==> config.mk <==
export PLATFORM = sky130hd
export DESIGN_NAME = flow_meter_calibration_flat
export DESIGN_NICKNAME = d
export VERILOG_FILES = /design/src/hdl/fmc_pkg.sv /design/src/hdl/fmc_chan_if.sv /design/src/hdl/fmc_div.sv /design/src/hdl/flow_meter_calibration.sv /design/src/flat_wrapper.sv
export SDC_FILE = /design/constraint.sdc
export NUM_CORES = 1
export LEC_CHECK = 0
export ABC_AREA = 1
export BUFFER_PORTS_ARGS = -buffer_cell sky130_fd_sc_hd__buf_2
export CAP_MARGIN = 40
export CORE_MARGIN = 2
export CORE_UTILIZATION = 55
export DETAILED_ROUTE_END_ITERATION = 6
export PLACE_DENSITY = 0.71
export SKIP_LAST_GASP = 1
export SYNTH_ARGS = -nofsm -noshare
export SYNTH_HDL_FRONTEND = slang
export SYNTH_SLANG_ARGS = --single-unit
==> constraint.sdc <==
create_clock -name clk_i -period 7.3 [get_ports clk_i]
set_input_delay 1.095 -clock clk_i [delete_from_list [all_inputs] [get_ports clk_i]]
set_output_delay 1.095 -clock clk_i [all_outputs]
set_load 0.05 [all_outputs]
==> src/hdl/fmc_pkg.sv <==
// Shared types, codes and defaults for the flow meter calibration block.
`timescale 1ns / 1ps

package fmc_pkg;

  // Default parameter values
  localparam int unsigned PULSE_BITS_DEF = 32;
  localparam int unsigned FRAC_BITS_DEF  = 16;

  // Fixed field widths
  localparam int unsigned PULSE_IN_W = 32;
  localparam int unsigned VOL_W      = 32;
  localparam int unsigned K_W        = 32;
  localparam int unsigned ZONE_W     = 8;
  localparam int unsigned SECS_W     = 16;
  localparam int unsigned CFG_DATA_W = 32;
  localparam int unsigned CFG_IDX_W  = 2;

  // Item function codes
  localparam logic [1:0] FUNC_START  = 2'd0;
  localparam logic [1:0] FUNC_TICK   = 2'd1;
  localparam logic [1:0] FUNC_FINISH = 2'd2;
  localparam logic [1:0] FUNC_CANCEL = 2'd3;

  // Run controller states
  localparam logic [1:0] RUN_IDLE   = 2'd0;
  localparam logic [1:0] RUN_MOVING = 2'd1;
  localparam logic [1:0] RUN_SETTLE = 2'd2;
  localparam logic [1:0] RUN_FAULT  = 2'd3;

  // Calibration phases
  localparam logic [1:0] PH_IDLE     = 2'd0;
  localparam logic [1:0] PH_RUNNING  = 2'd1;
  localparam logic [1:0] PH_AWAITING = 2'd2;

  // Result status codes
  localparam logic [1:0] ST_OK       = 2'd0;
  localparam logic [1:0] ST_REFUSED  = 2'd1;
  localparam logic [1:0] ST_REJECTED = 2'd2;
  localparam logic [1:0] ST_NOT_CAL  = 2'd3;

  // Configuration register indexes
  localparam logic [CFG_IDX_W-1:0] CFG_RUN_SECONDS = 2'd0;
  localparam logic [CFG_IDX_W-1:0] CFG_MIN_VOLUME  = 2'd1;
  localparam logic [CFG_IDX_W-1:0] CFG_MIN_K       = 2'd2;
  localparam logic [CFG_IDX_W-1:0] CFG_MAX_K       = 2'd3;

  // Configuration reset values
  localparam logic [SECS_W-1:0] RUN_SECONDS_RST = 16'd60;
  localparam logic [VOL_W-1:0]  MIN_VOLUME_RST  = 32'd6554;
  localparam logic [K_W-1:0]    MIN_K_RST       = 32'd65536;
  localparam logic [K_W-1:0]    MAX_K_RST       = 32'd655360000;

  typedef struct packed {
    logic [1:0]            func;
    logic [ZONE_W-1:0]     zone;
    logic [PULSE_IN_W-1:0] pulse_count;
    logic [1:0]            run_phase;
    logic                  controller_idle;
    logic                  run_granted;
    logic [VOL_W-1:0]      measured_volume;
  } in_item_t;

  typedef struct packed {
    logic [1:0]        status;
    logic              request_run;
    logic [ZONE_W-1:0] run_zone;
    logic [SECS_W-1:0] run_duration;
    logic              stop_run;
    logic              raise_fault;
    logic              k_write;
    logic [K_W-1:0]    new_k;
    logic [1:0]        phase_now;
  } out_item_t;

  // Divider handshake
  typedef struct packed {
    logic start;
  } div_req_t;

  typedef struct packed {
    logic busy;
    logic done;
  } div_stat_t;

endpackage

==> src/hdl/fmc_chan_if.sv <==
// Valid/ready channel interface carrying one payload item per transfer.
`timescale 1ns / 1ps

interface fmc_chan_if #(
  parameter type T = logic
);
  logic valid;
  logic ready;
  T     data;

  modport source (output valid, output data, input ready);
  modport sink   (input valid, input data, output ready);
endinterface

==> src/hdl/fmc_div.sv <==
// Bit-serial restoring divider: (num << 2*FRAC_BITS) / den, saturated to 32 bits.
`timescale 1ns / 1ps

module fmc_div #(
  parameter int unsigned NUM_BITS  = fmc_pkg::PULSE_BITS_DEF,
  parameter int unsigned FRAC_BITS = fmc_pkg::FRAC_BITS_DEF
) (
  input  logic                     clk_i,
  input  logic                     rst_ni,
  input  fmc_pkg::div_req_t        req_i,
  input  logic [NUM_BITS-1:0]      num_i,
  input  logic [fmc_pkg::VOL_W-1:0] den_i,
  output fmc_pkg::div_stat_t       stat_o,
  output logic [fmc_pkg::K_W-1:0]  quo_o
);
  import fmc_pkg::*;

  localparam int unsigned Steps = NUM_BITS + 2 * FRAC_BITS;
  localparam int unsigned CntW  = $clog2(Steps + 1);

  logic [NUM_BITS-1:0] num_q;
  logic [VOL_W-1:0]    den_q;
  logic [VOL_W-1:0]    rem_q;
  logic [K_W-1:0]      quo_q;
  logic                sat_q;
  logic [CntW-1:0]     cnt_q;
  logic                busy_q;
  logic                done_q;

  logic [VOL_W:0]   rem_sh;
  logic [VOL_W+1:0] diff;
  logic             qb;

  // One quotient bit per cycle: shift in next numerator bit, trial subtract
  assign rem_sh = {rem_q, num_q[NUM_BITS-1]};
  assign diff   = {1'b0, rem_sh} - {2'b00, den_q};
  assign qb     = ~diff[VOL_W+1];

  always_ff @(posedge clk_i or negedge rst_ni) begin
    if (!rst_ni) begin
      busy_q <= 1'b0;
      done_q <= 1'b0;
      cnt_q  <= '0;
    end else begin
      done_q <= 1'b0;
      if (req_i.start) begin
        busy_q <= 1'b1;
        cnt_q  <= CntW'(Steps);
      end else if (busy_q) begin
        cnt_q <= cnt_q - 1'b1;
        if (cnt_q == CntW'(1)) begin
          busy_q <= 1'b0;
          done_q <= 1'b1;
        end
      end
    end
  end

  // Datapath shift registers
  always_ff @(posedge clk_i) begin
    if (req_i.start) begin
      num_q <= num_i;
      den_q <= den_i;
      rem_q <= '0;
      quo_q <= '0;
      sat_q <= 1'b0;
    end else if (busy_q) begin
      num_q <= {num_q[NUM_BITS-2:0], 1'b0};
      rem_q <= qb ? diff[VOL_W-1:0] : rem_sh[VOL_W-1:0];
      // quotient overflows 32 bits once a set top bit is shifted out
      sat_q <= sat_q | quo_q[K_W-1];
      quo_q <= {quo_q[K_W-2:0], qb};
    end
  end

  assign stat_o.busy = busy_q;
  assign stat_o.done = done_q;
  assign quo_o       = sat_q ? '1 : quo_q;

endmodule

==> src/hdl/flow_meter_calibration.sv <==
// Flow meter calibration controller top level.
//
// Input channel in_i carries one command item (start, tick, finish, cancel);
// output channel out_o returns exactly one result item per command, in order.
// Both are valid/ready; a transfer happens when valid and ready are high.
// Configuration registers are written through cfg_we_i/cfg_idx_i/cfg_data_i
// while no command is in flight; indexes follow the register list.
//
// Start, tick, cancel and finish with a rejected volume: the result is registered
// in the holding register and then in the output register once that is free.
// Finish that computes K: the result first waits until the bit-serial divider,
// producing one quotient bit per cycle, is done, then takes the same path.
// A command is taken only while no other command is being processed; a
// result that waits on a stalled receiver sits in the output register while
// the next command is accepted and worked on. That command's result then
// waits in an internal holding register, and input stays blocked.
// Reset (rst_ni low, asynchronous) returns the phase to idle, clears the
// baseline and tally, restores the configuration defaults and drops out_o.valid.
`timescale 1ns / 1ps

module flow_meter_calibration #(
  parameter int unsigned PULSE_BITS = fmc_pkg::PULSE_BITS_DEF,
  parameter int unsigned FRAC_BITS  = fmc_pkg::FRAC_BITS_DEF
) (
  input  logic                           clk_i,
  input  logic                           rst_ni,
  fmc_chan_if.sink                       in_i,
  fmc_chan_if.source                     out_o,
  input  logic                           cfg_we_i,
  input  logic [fmc_pkg::CFG_IDX_W-1:0]  cfg_idx_i,
  input  logic [fmc_pkg::CFG_DATA_W-1:0] cfg_data_i
);
  import fmc_pkg::*;

  localparam logic [1:0] S_IDLE = 2'd0;
  localparam logic [1:0] S_DIV  = 2'd1;
  localparam logic [1:0] S_EMIT = 2'd2;

  // Configuration registers
  logic [SECS_W-1:0] run_seconds_q;
  logic [VOL_W-1:0]  min_volume_q;
  logic [K_W-1:0]    min_k_q;
  logic [K_W-1:0]    max_k_q;

  // Calibration state
  logic [1:0]            phase_q, phase_d;
  logic [PULSE_BITS-1:0] baseline_q, baseline_d;
  logic [PULSE_BITS-1:0] tally_q, tally_d;

  logic [1:0] state_q;
  out_item_t  res_q, res_d;
  out_item_t  out_q;
  logic       out_valid_q;
  logic       safe_q, safe_d;
  logic       go_div;

  in_item_t              item;
  logic                  in_fire;
  logic                  out_free;
  logic [PULSE_BITS-1:0] pulses;
  logic [PULSE_BITS-1:0] delta;
  logic                  owns;

  div_req_t   div_req;
  div_stat_t  div_stat;
  logic [K_W-1:0] div_quo;

  assign item     = in_i.data;
  assign in_fire  = in_i.valid && in_i.ready;
  assign out_free = !out_valid_q || out_o.ready;
  assign pulses   = PULSE_BITS'(item.pulse_count);
  assign delta    = pulses - baseline_q;
  assign owns     = (phase_q == PH_RUNNING);

  assign in_i.ready  = (state_q == S_IDLE);
  assign out_o.valid = out_valid_q;
  assign out_o.data  = out_q;

  // Configuration writes
  always_ff @(posedge clk_i or negedge rst_ni) begin
    if (!rst_ni) begin
      run_seconds_q <= RUN_SECONDS_RST;
      min_volume_q  <= MIN_VOLUME_RST;
      min_k_q       <= MIN_K_RST;
      max_k_q       <= MAX_K_RST;
    end else if (cfg_we_i) begin
      case (cfg_idx_i)
        CFG_RUN_SECONDS: run_seconds_q <= cfg_data_i[SECS_W-1:0];
        CFG_MIN_VOLUME:  min_volume_q  <= cfg_data_i[VOL_W-1:0];
        CFG_MIN_K:       min_k_q       <= cfg_data_i[K_W-1:0];
        CFG_MAX_K:       max_k_q       <= cfg_data_i[K_W-1:0];
        default: ;
      endcase
    end
  end

  // Command decode: next state and immediate result fields
  always_comb begin
    res_d      = '0;
    phase_d    = phase_q;
    baseline_d = baseline_q;
    tally_d    = tally_q;
    safe_d     = 1'b0;
    go_div     = 1'b0;
    case (item.func)
      FUNC_START: begin
        if (phase_q != PH_IDLE || !item.controller_idle || !item.run_granted) begin
          res_d.status = ST_REFUSED;
        end else begin
          res_d.request_run  = 1'b1;
          res_d.run_zone     = item.zone;
          res_d.run_duration = run_seconds_q;
          baseline_d         = pulses;
          tally_d            = '0;
          phase_d            = PH_RUNNING;
        end
      end
      FUNC_TICK: begin
        if (owns) begin
          tally_d = delta;
          if (item.run_phase == RUN_FAULT) begin
            phase_d = PH_IDLE;
            tally_d = '0;
          end else if (item.run_phase == RUN_SETTLE || item.run_phase == RUN_IDLE) begin
            phase_d = PH_AWAITING;
          end
        end
      end
      FUNC_FINISH: begin
        if (phase_q == PH_IDLE) begin
          res_d.status = ST_NOT_CAL;
        end else begin
          if (owns) begin
            tally_d        = delta;
            res_d.stop_run = 1'b1;
          end
          phase_d = PH_IDLE;
          safe_d  = owns || item.controller_idle;
          if (item.measured_volume < min_volume_q) begin
            res_d.status      = ST_REJECTED;
            res_d.raise_fault = safe_d;
          end else begin
            go_div = 1'b1;
          end
        end
      end
      default: begin
        res_d.stop_run = owns;
        phase_d        = PH_IDLE;
        tally_d        = '0;
      end
    endcase
    res_d.phase_now = phase_d;
  end

  assign div_req.start = in_fire && go_div;

  fmc_div #(
    .NUM_BITS  (PULSE_BITS),
    .FRAC_BITS (FRAC_BITS)
  ) u_div (
    .clk_i  (clk_i),
    .rst_ni (rst_ni),
    .req_i  (div_req),
    .num_i  (tally_d),
    .den_i  (item.measured_volume),
    .stat_o (div_stat),
    .quo_o  (div_quo)
  );

  // Sequencer and calibration state
  always_ff @(posedge clk_i or negedge rst_ni) begin
    if (!rst_ni) begin
      state_q     <= S_IDLE;
      phase_q     <= PH_IDLE;
      baseline_q  <= '0;
      tally_q     <= '0;
      out_valid_q <= 1'b0;
    end else begin
      if (state_q == S_EMIT && out_free) begin
        out_valid_q <= 1'b1;
      end else if (out_valid_q && out_o.ready) begin
        out_valid_q <= 1'b0;
      end
      case (state_q)
        S_IDLE: begin
          if (in_fire) begin
            phase_q    <= phase_d;
            baseline_q <= baseline_d;
            tally_q    <= tally_d;
            state_q    <= go_div ? S_DIV : S_EMIT;
          end
        end
        S_DIV: begin
          if (div_stat.done) begin
            state_q <= S_EMIT;
          end
        end
        S_EMIT: begin
          if (out_free) begin
            state_q <= S_IDLE;
          end
        end
        default: state_q <= S_IDLE;
      endcase
    end
  end

  // Result holding and output registers
  always_ff @(posedge clk_i) begin
    if (in_fire) begin
      res_q  <= res_d;
      safe_q <= safe_d;
    end else if (state_q == S_DIV && div_stat.done) begin
      res_q.new_k <= div_quo;
      if (div_quo < min_k_q || div_quo > max_k_q) begin
        res_q.status      <= ST_REJECTED;
        res_q.raise_fault <= safe_q;
      end else begin
        res_q.k_write <= 1'b1;
      end
    end
    if (state_q == S_EMIT && out_free) begin
      out_q <= res_q;
    end
  end

endmodule

==> src/flat_wrapper.sv <==
// flat-port wrapper written by rule: the top's interface ports become plain ports
module flow_meter_calibration_flat import fmc_pkg::*;
#(
  parameter int unsigned PULSE_BITS = fmc_pkg::PULSE_BITS_DEF,
  parameter int unsigned FRAC_BITS  = fmc_pkg::FRAC_BITS_DEF
)
  (clk_i, rst_ni, cfg_we_i, cfg_idx_i, cfg_data_i, in_i_valid, in_i_data, in_i_ready, out_o_valid, out_o_data, out_o_ready);
  fmc_chan_if #(.T(in_item_t)) in_i_i ();
  fmc_chan_if #(.T(out_item_t)) out_o_i ();
  input  logic clk_i;
  input  logic rst_ni;
  input  logic cfg_we_i;
  input  logic [fmc_pkg::CFG_IDX_W-1:0] cfg_idx_i;
  input  logic [fmc_pkg::CFG_DATA_W-1:0] cfg_data_i;
  input wire logic [$bits(in_i_i.valid)-1:0] in_i_valid;
  input wire logic [$bits(in_i_i.data)-1:0] in_i_data;
  output wire logic [$bits(in_i_i.ready)-1:0] in_i_ready;
  output wire logic [$bits(out_o_i.valid)-1:0] out_o_valid;
  output wire logic [$bits(out_o_i.data)-1:0] out_o_data;
  input wire logic [$bits(out_o_i.ready)-1:0] out_o_ready;
  assign in_i_i.valid = in_i_valid;
  assign in_i_i.data = in_i_data;
  assign in_i_ready = in_i_i.ready;
  assign out_o_valid = out_o_i.valid;
  assign out_o_data = out_o_i.data;
  assign out_o_i.ready = out_o_ready;
  flow_meter_calibration #(.PULSE_BITS(PULSE_BITS), .FRAC_BITS(FRAC_BITS)) u_core (.clk_i(clk_i), .rst_ni(rst_ni), .in_i(in_i_i), .out_o(out_o_i), .cfg_we_i(cfg_we_i), .cfg_idx_i(cfg_idx_i), .cfg_data_i(cfg_data_i));
endmodule
Word-level counts from Yosys, hierarchy flattened. Cells that the tools add are included.

Reductions and logical operators: 36. $lt $le $gt $ge: 3. Mux-type cells: 51. $add $sub $neg: 3. Equality and inequality tests: 14. Bitwise gates (word level): 6.

Operators by type and width (number): $mux 32 (9); $pmux 32 s3 (1); $mux 34 (2); $lt 32x32->1 (2); $sub 33x32->34 (1); $gt 32x32->1 (1); $sub 32x32->32 (1); $mux 2 (15); $mux 25 (1); $mux 1 (17); $mux 7 (2); $reduce_and 2->1 (7); $eq 2x2->1 const B (6); $pmux 2 s3 (2); $logic_not 2->1 (5); $reduce_bool 2->1 (5); $eq 2x1->1 const B (4); $eq 7x1->1 const B (1); $sub 7x1->7 const B (1); $logic_or 1x1->1 (6); $reduce_or 2->1 (3); $logic_and 1x1->1 (5); $not 1->1 (5); $ne 2x2->1 const B (2); other kinds (7) (9).

Register bits: 448. Logic and storage cells: 149. Bits of input ports: 117.

Depth between registers and ports, before layout.
Depth after elaboration: 7. Gate-level depth with buffers: 18. Mapped depth without buffers: 17.

Hierarchy. From an unflattened synthesis, not the netlist that was laid out.

Cells, all modules: 3088. Area, all modules: 24398.4 um2.

Modules (own cells, without submodules): flow_meter_calibration (cells each 1940, instances 1, area each 16304.4 um2, seq. area each 8094.0 um2); fmc_div (cells each 1148, instances 1, area each 8094.0 um2, seq. area each 3448.3 um2).

Worst setup path before layout. Ideal clock, no wire load.

Path type: input to register. From: input port out_o_ready. To: register u_core.out_q (netlist bit u_core.out_o.data[0]), enable pin. Stages: 2. Path slack: 2.994 ns. Library setup time: 0.487 ns. Path buffers: 0. Arrival time: 3.819 ns. Cell sequence: nor2_1 -> nor2_1.

Cells in the longest elaborated chain, start to end: 2.

Ends and longest elaborated chain: start, declared (line flat_wrapper.sv:20) `input wire logic [$bits(out_o_i.ready)-1:0] out_o_ready;`; $logic_or 1x1->1 (line flow_meter_calibration.sv:70) `assign out_free = !out_valid_q || out_o.ready;`; $logic_and 1x1->1 (line flow_meter_calibration.sv:223) `if (state_q == S_EMIT && out_free) begin`; end signal, assigned (line flow_meter_calibration.sv:224) `out_q <= res_q;`; end, declared (line flow_meter_calibration.sv:52) `out_item_t out_q;`.

Every way passes these cells. A chain may end at the register's enable or synchronous reset.

Worst setup path after layout.
From: input port in_i_data[19]. To: register u_core.u_div.num_q[23], enable pin.

Cells in the longest elaborated chain, start to end: 6.

Ends and longest elaborated chain: start, declared (line flat_wrapper.sv:16) `input wire logic [$bits(in_i_i.data)-1:0] in_i_data;`; $lt 32x32->1 (line flow_meter_calibration.sv:139) `if (item.measured_volume < min_volume_q) begin`; $mux 1 (line flow_meter_calibration.sv:139); $mux 1 (line flow_meter_calibration.sv:130) `if (phase_q == PH_IDLE) begin`; $mux 1 (line flow_meter_calibration.sv:105) `case (item.func)`; $logic_and 1x1->1 (line flow_meter_calibration.sv:156) `assign div_req.start = in_fire && go_div;`; $reduce_bool 2->1 (no source line); end signal, assigned (line fmc_div.sv:62) `num_q <= num_i;`; end signal, assigned (line fmc_div.sv:68) `num_q <= {num_q[NUM_BITS-2:0], 1'b0};`; end, declared (line fmc_div.sv:21) `logic [NUM_BITS-1:0] num_q;`.

Every way passes these cells.

==> summary.log <==
[floorplanning] standard-cell rows 77
[placed_design] buffers added on ports 182
[synthesis] number of enable-type register cells in the synthesized netlist 160
[synthesis] Unique masters post-synth 47
[synthesis] async set-reset flop share out of synthesis 42.4%
[worst_setup_path] worst setup path class in2reg
[timing] minimum clock period after layout 3.40 ns
[synthesis] mapped cell area 0.0249 mm^2
[status] outcome complete, no violations
[timing] smallest hold slack 0.399 ns
[layout] total area of multi-input combinational cells 0.0107 mm^2
[global_route] aggregate global-route resource usage 29.1%
[worst_setup_path] endpoint of the most critical register-to-register path u_core.u_div.rem_q[26]
[layout] synth-to-layout area growth 13.2%
[clocking] post-cts gate resize count 0
[clocking] clk_lat worst skew 0.61 ns
[route] drt initial violations 1941
[min_path] worst hold path class in2async
[clocking] number of buffers inserted by hold repair at cts 0
[synthesis] dominant cell type by area after synthesis edfxtp_1
[worst_setup_path] longest individual stage delay on the worst path 0.69 ns
[power] areal power density over the cells 211 mW/mm^2
[global_route] total congestion overflow after global routing 0
[route] wirelength, routed 68400 um
[power] combinational fraction of design power 9.0%
[route] met1 routed wirelength after detailed routing 32600 um
[power] net switching power of the design 1.46 mW
[synthesis] warnings from Yosys 0
[layout] Final nets 3662
[placed_design] total half-perimeter wirelength after legalization and detailed placement 51200 um
[floorplanning] placeable core region 0.0444 mm^2
[clocking] number of sinks handled by clock tree synthesis 448
[clocking] clk slew on worst S/H paths 0.06 ns
[synthesis] Syn Nets 3508
[timing] slew at the pin with the worst max-slew slack 0.924 ns
[timing] number of max-slew violations in the final report 0
[timing] Slew HR 38.3%
[floorplanning] die extent in y 217 um
[global_route] antenna violations before repair 5
[worst_setup_path] number of buffer and inverter stages on the critical path 3
[route] number of vias per cell after detailed routing 5.34
[route] wire per inst 17.0 um
[worst_setup_path] length in cells of the worst reg-to-reg path 13
[floorplanning] die footprint 0.0470 mm^2
[route] wire length on met3 4420 um
[synthesis] proportion of synthesized chip area in sequential cells 46.4%
[clocking] TritonCTS Buffers 47
[placed_design] final weighted congestion of routability-driven global placement 0.940
[synthesis] instance count of the mapped netlist 3229
[route] Met2 Routed Length 30200 um
[layout] filler-free cell count of the finished design 4017
[power] part of the total power dissipated in the clock network 44.6%
[worst_setup_path] worst flop-to-flop path startpoint u_core.u_div.rem_q[18]
[power] IR drop worst, VDD 0.186 mV
[global_route] first-pass GRT wire length 108000 um
[global_route] via count of the first global-routing pass 20322
[layout] share of layout cells above drive strength 1 10.2%
[timing] RSZ-0062 raised after global routing false
[synthesis] proportion of netlist area held by the largest area contributor 19.3%
[layout] Reg area 0.0115 mm^2
[worst_setup_path] data arrival time of the worst path 3.71 ns
[worst_setup_path] type of element capturing the critical path flip-flop
[floorplanning] Starting Density 56.1%
[clocking] CTS Root Buffer Type clkbuf_16
[job] maximum capacitance violations 0
[timing] maximum clock skew at final layout 0.0238 ns
[placed_design] number of cells after detailed placement 3926
[route] uppermost metal layer occupied by signal nets met4
[worst_setup_path] Critical Path Source Type input pin
[route] number of detailed-route iterations in the first pass 7
[timing] Setup TNS Final 0 ns
[timing] Tcrit/Tclk final 46.6%
[worst_setup_path] highest fanout seen on the critical path 89
[timing] number of hold violations in the final report 0
[synthesis] average instance area after synthesis 7.71 um^2
[floorplanning] width of the die 217 um
[route] DRC Markers 0
[clocking] total setup buffers inserted after CTS 0
[worst_setup_path] required time of the worst setup path 7.61 ns
[synthesis] flop and latch count out of synthesis 448
[floorplanning] number of placed I/O pins 183
[timing] endpoints failing setup 0
[timing] highest attainable clock frequency 0.294 GHz
[worst_setup_path] CP max-delay cell buf_4
[clocking] TritonCTS clock tree yes
[clocking] Max Buffers Root-to-Sink 3
[power] sequential power share 46.4%
[power] P_leak 14.6 nW
[worst_setup_path] cell type group with the largest total delay on the critical path buffers and inverters
[route] number of vias after detailed routing 21455
[global_route] largest net degree at the start of global routing 90
[synthesis] Most used DFF post-synth dfrtp_1
[clocking] H-tree depth 2
[route] DRT antenna net count 0
[power] Tot Pwr 5.94 mW
[power] fraction of power spent switching nets 24.6%
[worst_setup_path] CP Cell Sequence buf_2, ha_1, a21oi_1, o21ai_0, nand2_1, nand3_1, a21oi_1, nand2_2, nand3_4, buf_4, nand2_1, buf_4
[power] internal portion of total power 4.48 mW
[worst_setup_path] worst reg-to-reg setup slack 3.93 ns
[layout] total of fill cells in the finished design 3894
[synthesis] leading cell types by total area after synthesis edfxtp_1 19%, dfrtp_1 17%, nand2_1 15%, inv_1 8.8%, ha_1 8.0%
## cell type report
cell class                      instances  share of cell area (%)
Inverter                              598                    7.97
Multi-Input combinational cell       2085                    38.0
Sequential cell                       448                    41.0
Clock buffer                           59                    4.70
Timing Repair Buffer                  203                    4.31
Antenna cell                            3                  0.0266
Clock inverter                         29                    1.41
Tap cell                              592                    2.63
## cell usage after synthesis, types with 6 or more instances
library cell    n
a31oi_1        32
dfstp_2        17
edfxtp_1      160
inv_2          14
ha_1          160
xor2_1          8
nand2_1       974
o21bai_1        6
buf_2          29
o21ai_0       283
nand3b_1       12
dfrtp_1       173
nor3_1          9
a21oi_1       152
nand2_2         6
xnor2_1        16
nand4_1        53
nor2_2          7
o21ai_1         8
nor2_1        162
o21a_1          7
dfxtp_1        98
clkbuf_1       60
nand3_1       143
inv_1         582
## placed cells by master, fill, tap and decap left out, types with 50 or more instances in the layout
cell       Yosys  final
dfxtp_1       98     98
clkbuf_16      0     50
ha_1         160    160
nor2_1       162    161
nand2_1      974    973
nand4_1       53     53
buf_2         29    181
nand3_1      143    141
o21ai_0      283    283
dfrtp_1      173    172
inv_1        582    582
edfxtp_1     160    160
a21oi_1      152    152
## worst reg2reg max path, delay by kind of cell, from the launching register on
kind            cells  cell delay, ns
compound gates      1            0.14
fa+ha+maj           1            0.36
buf+inv             1            0.06
flops               1            0.44
simple gates       10            2.27
## metal layers
metal	vias to the layer above	global-route usage, %
li1	10588	-
met4	0	6.85
met3	73	3.44
met1	10153	44.2
met5	-	0
met2	641	44.5
## flip-flops by register name (all words and copies together), names as in the netlist, 7 cells and up
| name | cells |
|---|---|
| u_core.max_k_q | 32 |
| u_core.u_div.den_q | 32 |
| u_core.min_k_q | 32 |
| u_core.u_div.rem_q | 32 |
| u_core.u_div.quo_q | 32 |
| u_core.res_q | 64 |
| u_core.tally_q | 32 |
| u_core.u_div.cnt_q | 7 |
| u_core.min_volume_q | 32 |
| u_core.u_div.num_q | 32 |
| u_core.baseline_q | 32 |
| u_core.out_o.data | 64 |
| u_core.run_seconds_q | 16 |
## how the worst max path moves through the flow
| stage | from | endpoint | slack (ns) | cells past startpoint |
|---|---|---|---|---|
| 4_1_cts | u_core.u_div.den_q[26] | u_core.u_div.rem_q[26] | 3.94 | 12 |
| 3_5_place_dp | in_i_data[19] | u_core.u_div.num_q[26] | 3.31 | 12 |
| 3_3_place_gp | in_i_data[19] | u_core.u_div.num_q[24] | 3.42 | 12 |
| 6_report | in_i_data[19] | u_core.u_div.num_q[23] | 3.90 | 12 |
| 2_1_floorplan | out_o_ready | u_core.out_o.data[0] | 2.99 | 2 |
| 5_1_grt | u_core.u_div.rem_q[18] | u_core.u_div.rem_q[26] | 3.64 | 13 |
## logic make-up after synthesis
| family | after synthesis | synth area share, % |
|---|---|---|
| fa+ha+maj | 162 | 8.20 |
| simple gates | 1393 | 23.2 |
| buf+inv | 696 | 10.7 |
| xor+xnor | 24 | 0.844 |
| flops | 448 | 46.4 |
| compound gates | 506 | 10.7 |
## metrics by stage
| step | utilization (%) | instance area [um^2] | worst slack, ns |
|---|---|---|---|
| 2_1_floorplan | - | 24900 | 2.99 |
| 3_3_place_gp | 59.1 | 26200 | 3.42 |
| 3_5_place_dp | 59.6 | 26400 | 3.31 |
| 4_1_cts | 63.4 | 28200 | 3.94 |
| 5_1_grt | 63.4 | 28200 | 3.64 |
| 6_report | 63.4 | 28200 | 3.90 |
## power groups by stage
stage	clock network (mW)	registers [mW]	logic, mW
floorplan	0	2.78	0.337
global placement	0	2.80	0.504
detailed placement	0	2.80	0.532
CTS	2.68	2.75	0.536
global route	2.77	2.76	0.624
finish	2.65	2.75	0.536
Note: power is estimated with default switching activity, not from simulation.
